===== config.mk =====
export PLATFORM = sky130hd
export DESIGN_NAME = qyr_ctrl
export DESIGN_NICKNAME = d
export VERILOG_FILES = /design/src/hw/rtl/assert_macros.svh /design/src/hw/rtl/qyr_pkg.sv /design/src/hw/rtl/qyr_ctrl.sv
export SDC_FILE = /design/constraint.sdc
export NUM_CORES = 1
export LEC_CHECK = 0
export ABC_AREA = 1
export BUFFER_PORTS_ARGS = -buffer_cell sky130_fd_sc_hd__buf_2
export CORE_MARGIN = 4
export CORE_UTILIZATION = 40
export CTS_BUF_LIST = sky130_fd_sc_hd__clkbuf_8
export DETAILED_ROUTE_END_ITERATION = 10
export PLACE_DENSITY = 0.72
export SLEW_MARGIN = 5
export SYNTH_ARGS = -nofsm -noshare
export SYNTH_HDL_FRONTEND = slang
export SYNTH_SLANG_ARGS = --single-unit

===== constraint.sdc =====
create_clock -name clk -period 1.5 [get_ports clk]
set_clock_uncertainty 0.15 [all_clocks]
set_input_delay 0 -clock clk [delete_from_list [all_inputs] [get_ports clk]]
set_output_delay 0 -clock clk [all_outputs]
set_load 0.01 [all_outputs]

===== src/hw/rtl/assert_macros.svh =====
// assertion macros used by the top-level rtl file
`ifndef ASSERT_MACROS_SVH
`define ASSERT_MACROS_SVH

// same-cycle implication, disabled during reset
`define ASSERT_IMPL(label, clk, rst_n, ante, cons) \
  label: assert property (@(posedge clk) disable iff (!rst_n) (ante) |-> (cons)) \
    else $error("%m: implication check failed");

// next-cycle implication, disabled during reset
`define ASSERT_NEXT(label, clk, rst_n, ante, cons) \
  label: assert property (@(posedge clk) disable iff (!rst_n) (ante) |=> (cons)) \
    else $error("%m: next-cycle check failed");

`endif


===== src/hw/rtl/qyr_pkg.sv =====
// types, constants and the arctangent table of the quaternion yaw rate block
package qyr_pkg;

  localparam int QYR_QW           = 16;   // quaternion component width
  localparam int QYR_TW           = 48;   // timestamp width
  localparam int QYR_RW           = 32;   // rate width
  localparam int QYR_YW           = 16;   // yaw width
  localparam int QYR_CW           = 36;   // cordic vector width
  localparam int QYR_AW           = 34;   // cordic angle width, scale 2^29
  localparam int QYR_PW           = 38;   // |dyaw| * rate scale
  localparam int QYR_MW           = 15;   // |yaw| and |dyaw| width
  localparam int QYR_ATAN_LEN     = 24;
  localparam int QYR_IDX_W        = $clog2(QYR_ATAN_LEN);
  localparam int QYR_DIV_BITS     = 32;   // quotient bits of the divider
  localparam int QYR_CNT_W        = $clog2(QYR_DIV_BITS);
  localparam int QYR_CORDIC_STEPS = 16;

  localparam logic signed [QYR_AW-1:0] QYR_PI_Q29     = 34'sd1686629713;
  localparam logic signed [QYR_YW-1:0] QYR_PI_Q13     = 16'sd25736;
  localparam logic signed [16:0]       QYR_TWO_PI_Q13 = 17'sd51472;
  localparam logic [QYR_PW-1:0]        QYR_RATE_SCALE = 38'd8000000;

  typedef enum logic [4:0] {
    OP_NONE,
    OP_LOAD,
    OP_MUL,
    OP_SUM,
    OP_PRE,
    OP_ROT,
    OP_RND1,
    OP_RND2,
    OP_YAW,
    OP_DIFF,
    OP_WRAP,
    OP_MAG,
    OP_MULT,
    OP_NUM,
    OP_SETUP,
    OP_DIV,
    OP_OUT
  } qyr_op_t;

  typedef struct packed {
    qyr_op_t               op;
    logic [QYR_IDX_W-1:0]  idx;
  } qyr_cmd_t;

  typedef struct packed {
    logic have_prev;
    logic dt_zero;
    logic ovf;
    logic out_free;
  } qyr_sts_t;

  // atan(2^-i) at scale 2^29
  function automatic logic signed [QYR_AW-1:0] atan_q29(input logic [QYR_IDX_W-1:0] idx);
    logic signed [QYR_AW-1:0] val;
    unique case (idx)
      5'd0:    val = 34'sd421657428;
      5'd1:    val = 34'sd248918915;
      5'd2:    val = 34'sd131521918;
      5'd3:    val = 34'sd66762579;
      5'd4:    val = 34'sd33510843;
      5'd5:    val = 34'sd16771758;
      5'd6:    val = 34'sd8387925;
      5'd7:    val = 34'sd4194219;
      5'd8:    val = 34'sd2097141;
      5'd9:    val = 34'sd1048575;
      5'd10:   val = 34'sd524288;
      5'd11:   val = 34'sd262144;
      5'd12:   val = 34'sd131072;
      5'd13:   val = 34'sd65536;
      5'd14:   val = 34'sd32768;
      5'd15:   val = 34'sd16384;
      5'd16:   val = 34'sd8192;
      5'd17:   val = 34'sd4096;
      5'd18:   val = 34'sd2048;
      5'd19:   val = 34'sd1024;
      5'd20:   val = 34'sd512;
      5'd21:   val = 34'sd256;
      5'd22:   val = 34'sd128;
      5'd23:   val = 34'sd64;
      default: val = '0;
    endcase
    return val;
  endfunction

endpackage


===== src/hw/rtl/qyr_ctrl.sv =====
// sequencer: steps the datapath through cordic, wrap, divide and output
module qyr_ctrl #(
  parameter int CORDIC_STEPS = qyr_pkg::QYR_CORDIC_STEPS
) (
  input  logic              clk,
  input  logic              rst_n,
  input  logic              in_valid,
  input  qyr_pkg::qyr_sts_t sts,
  output logic              in_ready,
  output qyr_pkg::qyr_cmd_t cmd
);

  localparam int ROT_N = (CORDIC_STEPS > qyr_pkg::QYR_ATAN_LEN) ?
                         qyr_pkg::QYR_ATAN_LEN : CORDIC_STEPS;
  localparam logic [qyr_pkg::QYR_CNT_W-1:0] ROT_LAST = qyr_pkg::QYR_CNT_W'(ROT_N - 1);
  localparam logic [qyr_pkg::QYR_CNT_W-1:0] DIV_LAST =
    qyr_pkg::QYR_CNT_W'(qyr_pkg::QYR_DIV_BITS - 1);

  typedef enum logic [3:0] {
    S_IDLE, S_MUL, S_SUM, S_PRE, S_ROT, S_RND1, S_RND2, S_YAW,
    S_DIFF, S_WRAP, S_MAG, S_MULT, S_NUM, S_SETUP, S_DIV, S_OUT
  } state_t;

  state_t                          state_r, state_nxt;
  logic [qyr_pkg::QYR_CNT_W-1:0]   cnt_r, cnt_nxt;

  assign in_ready = (state_r == S_IDLE);

  always_comb begin
    state_nxt = state_r;
    cnt_nxt   = cnt_r;
    cmd.op    = qyr_pkg::OP_NONE;
    cmd.idx   = cnt_r[qyr_pkg::QYR_IDX_W-1:0];
    unique case (state_r)
      S_IDLE: begin
        cnt_nxt = '0;
        if (in_valid) begin
          cmd.op    = qyr_pkg::OP_LOAD;
          state_nxt = S_MUL;
        end
      end
      S_MUL: begin
        cmd.op    = qyr_pkg::OP_MUL;
        state_nxt = S_SUM;
      end
      S_SUM: begin
        cmd.op    = qyr_pkg::OP_SUM;
        state_nxt = S_PRE;
      end
      S_PRE: begin
        cmd.op    = qyr_pkg::OP_PRE;
        state_nxt = S_ROT;
      end
      S_ROT: begin
        cmd.op  = qyr_pkg::OP_ROT;
        cnt_nxt = cnt_r + 1'b1;
        if (cnt_r == ROT_LAST) begin
          cnt_nxt   = '0;
          state_nxt = S_RND1;
        end
      end
      S_RND1: begin
        cmd.op    = qyr_pkg::OP_RND1;
        state_nxt = S_RND2;
      end
      S_RND2: begin
        cmd.op    = qyr_pkg::OP_RND2;
        state_nxt = S_YAW;
      end
      S_YAW: begin
        cmd.op    = qyr_pkg::OP_YAW;
        state_nxt = S_DIFF;
      end
      S_DIFF: begin
        // first sample after reset only stores yaw and time
        cmd.op    = qyr_pkg::OP_DIFF;
        state_nxt = sts.have_prev ? S_WRAP : S_IDLE;
      end
      S_WRAP: begin
        cmd.op    = qyr_pkg::OP_WRAP;
        state_nxt = S_MAG;
      end
      S_MAG: begin
        cmd.op    = qyr_pkg::OP_MAG;
        state_nxt = S_MULT;
      end
      S_MULT: begin
        cmd.op    = qyr_pkg::OP_MULT;
        state_nxt = S_NUM;
      end
      S_NUM: begin
        cmd.op    = qyr_pkg::OP_NUM;
        state_nxt = S_SETUP;
      end
      S_SETUP: begin
        // no divide when the interval is zero or the quotient cannot fit
        cmd.op    = qyr_pkg::OP_SETUP;
        cnt_nxt   = '0;
        state_nxt = (sts.dt_zero || sts.ovf) ? S_OUT : S_DIV;
      end
      S_DIV: begin
        cmd.op  = qyr_pkg::OP_DIV;
        cnt_nxt = cnt_r + 1'b1;
        if (cnt_r == DIV_LAST) begin
          cnt_nxt   = '0;
          state_nxt = S_OUT;
        end
      end
      S_OUT: begin
        if (sts.out_free) begin
          cmd.op    = qyr_pkg::OP_OUT;
          state_nxt = S_IDLE;
        end
      end
      default: state_nxt = S_IDLE;
    endcase
  end

  always_ff @(posedge clk) begin
    if (!rst_n) begin
      state_r <= S_IDLE;
      cnt_r   <= '0;
    end else begin
      state_r <= state_nxt;
      cnt_r   <= cnt_nxt;
    end
  end

endmodule


* Word-level counts from Yosys, hierarchy flattened
Cells that the tools add are included. W data, S select, Z words.
Word-level totals: output and inout bits 11, register bits after elaboration 9, bits of input ports 7
Cells by class: equal/unequal tests 21, muxes and demuxes 13, reduce and logical (&&, ||, !) cells 5, $add $sub $neg 1
Operators by type and width (number):
- $pmux W5 S16 | 1
- $pmux W4 S16 | 1
- $eq A4 B4 Y1 const B | 8
- $mux W4 | 5
- $eq A4 B3 Y1 const B | 4
- $mux W5 | 3
- $pmux W5 S3 | 1
- $eq A4 B2 Y1 const B | 2
- $ne A2 B2 Y1 const B | 4
- $add A5 B1 Y5 const B | 1
- $eq A5 B4 Y1 const B | 1
- $eq A5 B5 Y1 const B | 1
- $eq A4 B1 Y1 const B | 1
- $logic_not A4 Y1 | 1
- $reduce_and A4 Y1 | 1
- $reduce_bool A3 Y1 | 1
- $mux W1 | 2
- $reduce_or A2 Y1 | 1
- $logic_or A1 B1 Y1 | 1

* Longest topological paths before layout
Gate-level depths: netlist of run 1.
word-level depth 3, depth in mapped cells 11

* Worst setup path after synthesis of run 1
Ideal clock, no wire load.
path type register to register, start point reg cnt_r[0] in the netlist's numbering, end point reg state_r[0], setup time 0.111 ns, setup slack -0.184 ns, stages on the path, launching flop included 12, period minus slack after synthesis 1.684 ns, arrival time 1.423 ns, path buffers 0, cells stage by stage dfxtp_1 ha_1 nand3_1 inv_1 ha_1 inv_1 nand2_1 nand2_1 nor2_2 nand2_1 nor2_1 nor2_1
On the way: cells in the longest elaborated chain, start to end 3, elaborated cells on any way between the ends 5, those cells by class eq/ne: 4; reduce/logical: 1
RTL lines:
- start, declared | line qyr_ctrl.sv:25 | logic [qyr_pkg::QYR_CNT_W-1:0] cnt_r, cnt_nxt;
- start signal, assigned | line qyr_ctrl.sv:125 | cnt_r <= cnt_nxt;
- $eq A5 B5 Y1 / $eq A5 B4 Y1 (equally long branches) | line qyr_ctrl.sv:104, qyr_ctrl.sv:57
- $ne A2 B2 Y1 (no line)
- $reduce_and A4 Y1 (no line) (*)
- end signal, assigned | line qyr_ctrl.sv:124 | state_r <= state_nxt;
- end, declared | line qyr_ctrl.sv:24 | state_t state_r, state_nxt;
Every way passes the cells marked *; elsewhere a longest branch is shown, timed or not. A chain may end at the register's enable or synchronous reset.

* Worst setup path after layout of run 1
Same ends and word-level chain as after synthesis.

==> results of run 1 <==
## area by class of cell
cell class,count,area [sq um],share of cell area
multi-input cells,100,693.2,0.4872
repair buffers,48,356.6,0.2507
flip-flops and latches,9,197.7,0.1390
inverters,23,96.34,0.06772
clock buffers,3,41.29,0.02902
well taps,27,33.78,0.02375
clock inverters,1,3.754,0.002639
## layer usage
layer | part of all wire | track usage | wire length [um]
met1 | 0.41 | 0.2345 | 1159
met4 | 0.019 | 0.06383 | 54
met3 | 0.073 | 0.04225 | 207
met5 | 0 | 0 | 0
met2 | 0.50 | 0.3898 | 1430
## logic make-up after synthesis
| logic type | after synthesis | synth area share |
|---|---|---|
| buf+inv | 27 | 0.1407 |
| fa+ha+maj | 8 | 0.1210 |
| simple gates | 76 | 0.4175 |
| compound gates | 16 | 0.1029 |
| flops | 9 | 0.2178 |
## critical path: stages (launching register included)
cell and delay, ns:
dfxtp_4 0.35, ha_4 0.14, nand3_4 0.09, inv_4 0.09
ha_4 0.13, inv_2 0.03, nand4_1 0.12, nand2_2 0.10
nor2_4 0.17, nand2_1 0.08, nor2_1 0.13, nor2_1 0.06
## sequential cells by signal, summed over array words and instances (netlist names)
register	count
state_r	4
cnt_r	5
## power breakdown
part / switching [mW] / leakage [nW] / internal [mW]
sequential: 0.0995 / 0.0772 / 0.314
combinational: 0.919 / 0.596 / 0.803
clock: 0.109 / 0.0269 / 0.180
## through the flow
| step | power [mW] | util | hold slack (ns) | cells |
|---|---|---|---|---|
| 2_1_floorplan | 1.168 | - | -0.03849 | 136 |
| 3_3_place_gp | 1.527 | 0.5689 | 0.1414 | 196 |
| 3_5_place_dp | 1.558 | 0.5689 | 0.1549 | 196 |
| 4_1_cts | 2.156 | 0.6735 | 0.1291 | 209 |
| 5_1_grt | 2.590 | 0.7251 | 0.1885 | 211 |
| 6_report | 2.425 | 0.7251 | 0.1534 | 211 |
## cell usage in the layout (no fill, tap or decap)
master         count
a21boi_2           1
o21ai_0            3
nor3_1             3
nor3_2             1
dfxtp_4            4
dfxtp_2            2
o21a_1             1
o21ai_1            4
nand2_2            8
nand3_1            7
nand2_4            1
o21ai_2            2
nor2_4             2
clkbuf_8           3
inv_4              4
buf_2             16
buf_4             22
nand2_1           27
ha_4               7
dfxtp_1            3
nor2_1            15
nand4_1            4
nand3b_4           1
a21oi_1            4
a21oi_2            1
inv_1             13
buf_6              9
ha_1               1
inv_2              7
nor2_2             5
dlygate4sd3_1      1
nand3_4            1
nand3_2            1
## final timing paths
kind | from | to | slack, ns
setup / recovery | cnt_r[0] | state_r[0] | -0.25
hold reg to reg | cnt_r[4] | cnt_r[4] | 0.46
hold / removal | sts[2] | state_r[0] | 0.15
setup reg to reg | cnt_r[0] | state_r[0] | -0.25
## what timing repair did
action,4_1_cts,5_1_grt
pin swaps,14,16
hold buffers,1,0
hold endpoints to repair,9,0
gates resized for setup,25,27
buffers inserted,8,3
setup endpoints to repair,13,13
==> run summary, run 1 <==
The count of maximum capacitance violations came out at 0. The number of buffers between clock root and the deepest sink is 2. The data arrival time at the worst-slack endpoint is 1.72 ns.

TritonCTS built the clock tree. The post-synthesis cell type with the largest combined area is dfxtp_1. The leakage power is 0.6997 nW. The setup TNS is -1.783 ns.

The share of synthesized registers carrying an async set or reset is 0. The number of sinks on the clock net came out at 9. The number of nets in the final layout came out at 200. The via count normalized by instance count is 5.270. Derived from the worst setup path, the maximum achievable clock frequency is 572.1 MHz. The detailed-placement wirelength estimate came out at 1748 um. The worst setup path is captured at a register. The via count of the first global-routing pass came out at 1,095. The number of antenna violations at the first check in global routing came to 0. The average wire length per cell after detail routing came out at 13.51 um.

Once placement finished, the instance area stood at 1116 sq um. The average cell area after synthesis is 6.081 sq um. Across every metal layer, demand over resource in global routing totals 0.2100. The final critical-path setup slack came out at -0.2479 ns. The worst hold path belongs to the class in2reg. In this run the power density over the cells is 1704 nW/um^2.

The worst setup path is of the reg2reg kind. By area the synthesized netlist is led by dfxtp_1 22%, nand2_1 15%, ha_1 12%. The die area is 2859 sq um. The area share of the largest cell type after synthesis came out at 0.2179. The cell area after technology mapping came out at 827.0 sq um. The register clock-pin slew on the reported worst setup and hold paths came out at 0.05 ns. The slew at the pin with the worst max-slew slack is 0.2346 ns. Counting instances in the post-synthesis netlist gives the leading cell types as 34 x nand2_1, 19 x inv_1, 17 x nor2_1, 9 x dfxtp_1, 9 x nand3_1. The placement row count is 16.

The chip width is 53.47 um. The number of vias in the routed layout came out at 1,112. The worst slew slack as a fraction of its limit came out at 0.8425. Buffers placed on the I/O ports in this run total 17. The number of DRC markers in iteration 0 came out at 53. Among all cell types in the netlist, the one instantiated most often is nand2_1. The tree is rooted in a clkbuf_8.

The checks that failed: setup timing. The global-route wire length before repair came out at 4436 um. When the netlist entered floorplanning its net count stood at 151. The worst endpoint required time came out at 1.47 ns. The wire length reported by the detailed router is 2851 um.

The first-pass iteration count of the detailed router is 6. Counting I/O delays and the setup requirement, the final critical path takes 1.748 ns. The cell count after synthesis came out at 136. The most frequently used flop master after synthesis is dfxtp_1.

The total non-filler cell area in the finished layout is 1423 sq um. Setup repair after global routing could not meet its margin everywhere. The post-detailed-route count of antenna-violating nets is 0. The total of fill cells in the finished design is 154. The flip-flop and latch count after synthesis came out at 9. The die extent in y came out at 53.47 um. Buffers inserted during clock tree synthesis total 3. The final period utilization is 1.165.

The flow ran to the end, but the final reports show violations. OpenSTA, run right after detailed placement, puts the worst setup slack at -0.2599 ns. The worst setup path is launched from a register. The number of warnings issued by yosys is 0. The total setup violations reported at the end of the flow came out at 12. The I/O pin count came out at 18.

The post-synthesis to final-layout area growth came out at 72.01%. The total count of max-transition violations in the final report came out at 0. The worst hold path depth came out at 7.

The clock insertion delay at the later pin of the skew report came out at 0.24 ns. VDD sags by at most 1.332 mV. After synthesis, the netlist uses 18 different library cells.

The total overflow reported by the global router came out at 0. The number of diodes added for antenna fixing came out at 0. The synthesized design contains 0 enable-type register cells. The routability-driven placement congestion ratio came out at 0.8381. Of the synthesized area, sequential elements account for 0.2179. After detailed routing, the number of remaining DRC violations is 0. The worst-path maximum fanout came out at 3. The count of endpoints failing hold in the final timing report is 0. The initial core utilization came out at 0.4216. The level count of the clock H-tree is 1. The region available for standard cell placement spans 1962 sq um. The pin count of the biggest net entering global routing came out at 10. Measured in cells, the most critical reg-to-reg path has a length of 11. Of the cells placed in the final design, the portion with a size suffix greater than 1 is 0.5326.
Note: power is estimated with default switching activity, not from simulation.
==> inputs of run 2 (changes only) <==
PLACE_DENSITY = 0.7   (was 0.72)
clock period = 1.7 ns   (was 1.5 ns; I/O delays follow)
==> run 2 against run 1 <==
  * The flow still finishes with violations (setup timing)
  * Utilization down 8.4 points
  * Routed wire length down 8.7%
  * Design area down 12%
  * Critical path type is now reg2out
  * Critical endpoint is now cmd[5]
  * Largest cell class unchanged
  * Highest routed layer unchanged
==> run summary, run 2 (synthesized netlist as in run 1, its figures left out) <==
The run finished, with violations left. The final reports fail on setup timing. IR analysis of the VDD net gives a maximum drop of 0.8051 mV. The portion of total power attributed to the clock network is 0.129. The cell internal power dissipation is 1.025 mW. The slew at the pin with the worst max-slew slack came out at 0.2487 ns. The total of buffers placed on input and output ports came out at 17. At the end of the flow, the number of nets in the layout was 184.

Summing all non-filler instances in the final layout gives an area of 1257 sq um. The total area inside the core boundary comes to 1962 sq um. The via count normalized by instance count is 4.979. The global-route wire length before repair is 3864 um. The critical path is of the reg2out type. The clock insertion delay at the later pin of the skew report is 0.24 ns.

The worst endpoint required time is 1.55 ns. Ranked by flip-flop count, first place goes to cnt_r. The average wire length per cell after detail routing came out at 13.34 um. The count of endpoints failing hold in the final timing report is 0. In the layout the commonest cells are 24 x nand2_1, 17 x buf_2, 15 x nor2_1. The final critical delay including setup and external delays came out at 1.719 ns.

The combinational power share came out at 0.678. The register clock-pin slew on the reported worst setup and hold paths is 0.04 ns. TritonCTS built the clock tree. The number of antenna violations at the first check in global routing is 0. The pin count of the biggest net entering global routing is 13.

In this run the number of H-tree levels came out at 1. The overall routing resource usage came out at 0.1823. The final critical-path setup slack came out at -0.01939 ns.

The total power draw came out at 1.963 mW. The final period utilization is 1.011. Once detailed placement completed, the half-perimeter wirelength came to 1592 um. The multi-input combinational cells in the finished layout cover a total of 685.7 sq um. The I/O pin count came out at 18.

The leakage power is 0.6065 nW. The number of DRC markers in iteration 0 is 18. The placement row count is 16. The number of buffers between clock root and the deepest sink came out at 2. The die covers 2859 sq um. The ratio of total power to cell area came out at 1561 nW/um^2. The placed standard-cell area came out at 938.4 sq um.

In this run the remaining antenna-violating nets after routing total 0. Counting the buffers created by CTS gives 3. Measured along the x axis, the die boundary spans 53.47 um. STA classifies the critical path startpoint as a register.

Routability-driven placement finished with a final weighted congestion of 0.7886. Of the total power, the share spent switching nets is 0.4777. The category of the worst setup path capture point is a primary output. The routed layout has 971 vias.

The worst slack at placement is -0.06726 ns. The number of diodes added for antenna fixing is 0. The cell sitting at the root of the clock tree is a clkbuf_8. For this run, the detailed router's first-pass iteration total came to 4. The data arrival time at the worst-slack endpoint is 1.57 ns.

The number of sinks on the clock net is 9. Setup repair after global routing could not meet its margin everywhere. The total count of max-transition violations in the final report was 0.

The number of remaining DRC errors came out at 0. The net switching power figure came out at 0.9376 mW. The total setup violations reported at the end of the flow is 1. After global routing the overflow that remains totals 0. The tightest min-delay check is of the in2reg type. Max-cap violations in this run came to 0. The total of fill cells in the finished design came out at 194. The via count of the first global-routing pass came out at 946.

In the final layout, flip-flops and latches occupy 192.7 sq um. The fmax is 581.6 MHz. The worst slew slack as a fraction of its limit is 0.8342. The post-synthesis to final-layout area growth came out at 52.04%. The share of post-route cells with drive strength above 1 is 0.5060. The sequential share of power came out at 0.193. The initial core utilization came out at 0.4216. The library cell used most frequently in the layout, excluding fill and tap cells, is nand2_1. The largest registers in the layout are cnt_r x5, state_r x4. The floorplan step set the die height to 53.47 um. Of all nets on the critical path, the largest fanout is 6.

The flip-flop count of the largest register, all copies and words added came out at 5. The wire length reported by the detailed router is 2602 um.
-- run 2: layout make-up --
class                   count  share of cell area
clock buffers               3             0.03284
clock inverters             1            0.002985
inverters                  23             0.07662
multi-input cells         100              0.5453
flip-flops and latches      9              0.1532
well taps                  27             0.02687
repair buffers             32              0.1622
-- run 2: critical path, cell delays in order (launching register included) --
cell and delay (ns):
dfxtp_4 0.37, inv_4 0.05, ha_4 0.19, nor2_4 0.11
nand2_2 0.08, nand2_2 0.09, nand3_2 0.10, nor2_4 0.13
nand2_1 0.06, nand2_1 0.05, buf_2 0.12
-- run 2: per-layer routing --
layer,wire (um),vias up,global-route usage
li1,-,492,-
met1,1069,440,0.1983
met4,89,0,0.05957
met2,1341,27,0.3490
met5,0,-,0
met3,101,12,0.02817
-- run 2: worst paths after layout --
check / slack (ns) / cells after the start / startpoint / to
max: -0.02 / 10 / state_r[0] / cmd[5]
max reg2reg: 0.04 / 11 / state_r[0] / state_r[0]
min: 0.09 / 5 / in_valid / state_r[2]
min reg2reg: 0.40 / 2 / state_r[1] / state_r[1]
-- run 2: per-stage QoR --
stage | util | setup TNS, ns | cells | hold slack [ns]
2_1_floorplan | - | 0 | 136 | -0.03849
3_3_place_gp | 0.4783 | -0.08397 | 179 | 0.1364
3_5_place_dp | 0.4783 | -0.2112 | 179 | 0.1435
4_1_cts | 0.5772 | -0.02102 | 192 | 0.02845
5_1_grt | 0.6409 | -0.2750 | 195 | 0.1377
6_report | 0.6409 | -0.01939 | 195 | 0.09405
-- run 2: repair_timing --
item / in CTS / in global routing
pin swaps: 10 / 12
hold buffers: 1 / 0
gates resized for setup: 24 / 33
endpoints found under the hold margin: 8 / 0
buffers inserted: 8 / 3
setup endpoints to repair: 7 / 10
-- run 2: power by group through the flow --
stage | logic, mW | clock network (mW) | registers, mW
finish | 1.33 | 0.254 | 0.378
global route | 1.47 | 0.262 | 0.387
CTS | 1.13 | 0.253 | 0.366
detailed placement | 0.894 | 0 | 0.335
global placement | 0.874 | 0 | 0.332
floorplan | 0.711 | 0 | 0.306
==> inputs of run 3 (changes only) <==
PLACE_DENSITY = 0.67   (was 0.7)
==> run 3 against run 2 <==
  * The flow now finishes without violations
  * Sequential share of layout area is 0.63 points lower
  * Total power up 0.55%
  * Sequential cell count stayed put
  * Count of clock-buffer cells in the layout unchanged
  * Critical path type unchanged
  * Register-to-register slack hardly changed
  * Maximum frequency grew 1.4%
  * Die area did not move
  * Utilization increased by 3.2 points
==> run summary, run 3 (synthesized netlist as in run 1, its figures left out) <==
The most common library cell in the layout ignoring fill and taps is nand2_1. No sink is reached through more buffers than the 2 on the longest clock path. The hold path endpoint is cmd[5].

TritonCTS built the clock tree. The multi-input logic area is 693.2 sq um. The slew at the pin with the worst max-slew slack is 0.2594 ns. Using the TritonRoute via totals, the vias-per-cell ratio works out to 5.040. At the worst endpoint, the arrival time is 1.55 ns. The initial core utilization came out at 0.4216. Relative to the synthesized area, the layout overhead comes to 59.61%. The number of placed instances, taps included, is 186. The worst hold path was traced through 4 stages. IR analysis of the VDD net gives a maximum drop of 0.8577 mV. Summed over all layers, the routed wires come to 2497 um. The count of endpoints failing hold in the final timing report was 0. Measured in cells, the most critical reg-to-reg path has a length of 11. The routability-driven placement congestion ratio is 0.8328. For this run, the top clock speed supported by timing is 589.9 MHz. The worst hold path belongs to the class in2out. For this run, design rule violations remaining after detail routing come to 0. CTS built an H-tree with a depth of 1.

After clock tree synthesis, the clock-pin slew on the worst setup and hold paths is 0.04 ns. The number of DRC markers in iteration 0 is 21. The repair_antennas step left the layout with diodes totalling 0. The register-to-register path setup slack came out at 0.04 ns. The register with the most flip-flops in the layout has 5 of them. The total of fill cells in the finished design is 172.

The clock insertion delay at the later pin of the skew report came out at 0.23 ns. In the layout the commonest cells are 29 x nand2_1, 19 x buf_4, 17 x buf_2. The worst register-to-register path ends at state_r[1]. The smallest clock period supported by the final layout is computed as 1.695 ns. The share of post-route cells with drive strength above 1 is 0.4743. The number of antenna violations at the first check in global routing came out at 0. The number of sinks on the clock net came out at 9. The average wire length per cell after detail routing came out at 12.36 um. The overall routing resource usage is 0.1644.

The post-detailed-route count of antenna-violating nets came out at 0. The number of buffers inserted during clock tree synthesis came out at 3. The via count of the first global-routing pass came out at 843.

Pin placement for this block handled 18 I/O pins. The total setup violations reported at the end of the flow came out at 0. The detailed-placement wirelength estimate is 1662 um. The worst-path maximum fanout came out at 6. The setup TNS is 0 ns. At the worst endpoint, the required time is 1.55 ns.

The area of the core came out at 1962 sq um. The startpoint identified for the worst hold timing path is in_valid. The total count of max-transition violations in the final report came out at 0. The die covers 2859 sq um. In the finished design, the share of the clock period the worst path needs comes to 0.9971.

The critical path in this run is classified as reg2out. The chip width is 53.47 um. The register with the highest flop count is cnt_r. The pre-antenna-repair detailed-routing pass consisted of 4 iterations. In this run the vertical extent of the chip is 53.47 um. The number of nets in the final layout came out at 191. Setup repair after global routing could not meet its margin everywhere.

The total overflow reported by the global router is 0. Across all hold checks on the routed design, the worst slack comes to 0.1409 ns. The flow ran to the end, and the final reports show no timing, DRC or antenna violations. The largest registers in the layout are cnt_r x5, state_r x4. During placement, the flow inserted port buffers numbering 17. The ratio of total power to cell area came out at 1495 nW/um^2. The sequential cell area came out at 193.9 sq um. The leakage power came out at 0.6366 nW.

The startpoint of the worst-slack reg-to-reg timing path is cnt_r[0]. The tool flagged a number of max-cap violations equal to 0. The worst setup path is launched from a register. The post-layout instance count excluding filler cells is 202. The tree is rooted in a clkbuf_8.

The first global-routing pass estimated 3456 um of wire. The total power draw came out at 1.974 mW. The pin count of the biggest net entering global routing came out at 10.

The post-route core utilization came out at 0.6728. The worst setup path is captured at a primary output. The number of vias in the routed layout is 1,018. The worst slew slack as a fraction of its limit came out at 0.8268. The floorplan has 16 rows.
run 3: what timing repair did:
item	4_1_cts	5_1_grt
hold buffers	1	0
endpoints found under the hold margin	8	0
setup buffers	4	7
resized for setup	26	26
pin swaps	6	15
endpoints found under the setup margin	4	8
run 3: worst max-delay path, cell delays in order (launching register included):
cell and delay (ns):
dfxtp_4 0.39, inv_4 0.06, ha_4 0.19, nor2_4 0.09, nand2_2 0.08, nand2_2 0.08, buf_4 0.10, buf_4 0.10
nand4_1 0.08, buf_2 0.15
run 3: power breakdown:
group / internal, mW / switching (mW)
logic: 0.610 / 0.749
registers: 0.278 / 0.0953
clock network: 0.157 / 0.0844
run 3: metrics by stage:
step,worst slack [ns],instance area (sq um)
2_1_floorplan,0.01559,827.0
3_5_place_dp,-0.1099,991.0
6_report,0.004856,1320
4_1_cts,0.003992,1154
3_3_place_gp,-0.1178,991.0
5_1_grt,-0.09462,1320
run 3: routing by layer:
layer  vias up  track usage  wire length (um)
met1       468       0.1886              1040
met4         0      0.06383                37
li1        501            -                 -
met3         6      0.03944               128
met5         -            0                 0
met2        43       0.2878              1291
run 3: layout make-up:
type / count / share of cell area
tap: 27 / 0.02559
inverter: 23 / 0.07109
sequential: 9 / 0.1469
multi-input combinational: 100 / 0.5251
timing repair buffer: 39 / 0.1972
clock inverter: 1 / 0.002844
clock buffer: 3 / 0.03128
run 3: how the worst max path moves through the flow:
stage          cells past startpoint  startpoint  slack, ns          to
2_1_floorplan                     11    cnt_r[0]       0.02  state_r[0]
3_3_place_gp                      11    cnt_r[0]      -0.12  state_r[0]
3_5_place_dp                      11    cnt_r[0]      -0.11  state_r[0]
4_1_cts                           10  state_r[1]      0.004      cmd[5]
5_1_grt                           10  state_r[0]      -0.09      cmd[5]
6_report                           9  state_r[0]      0.005      cmd[8]
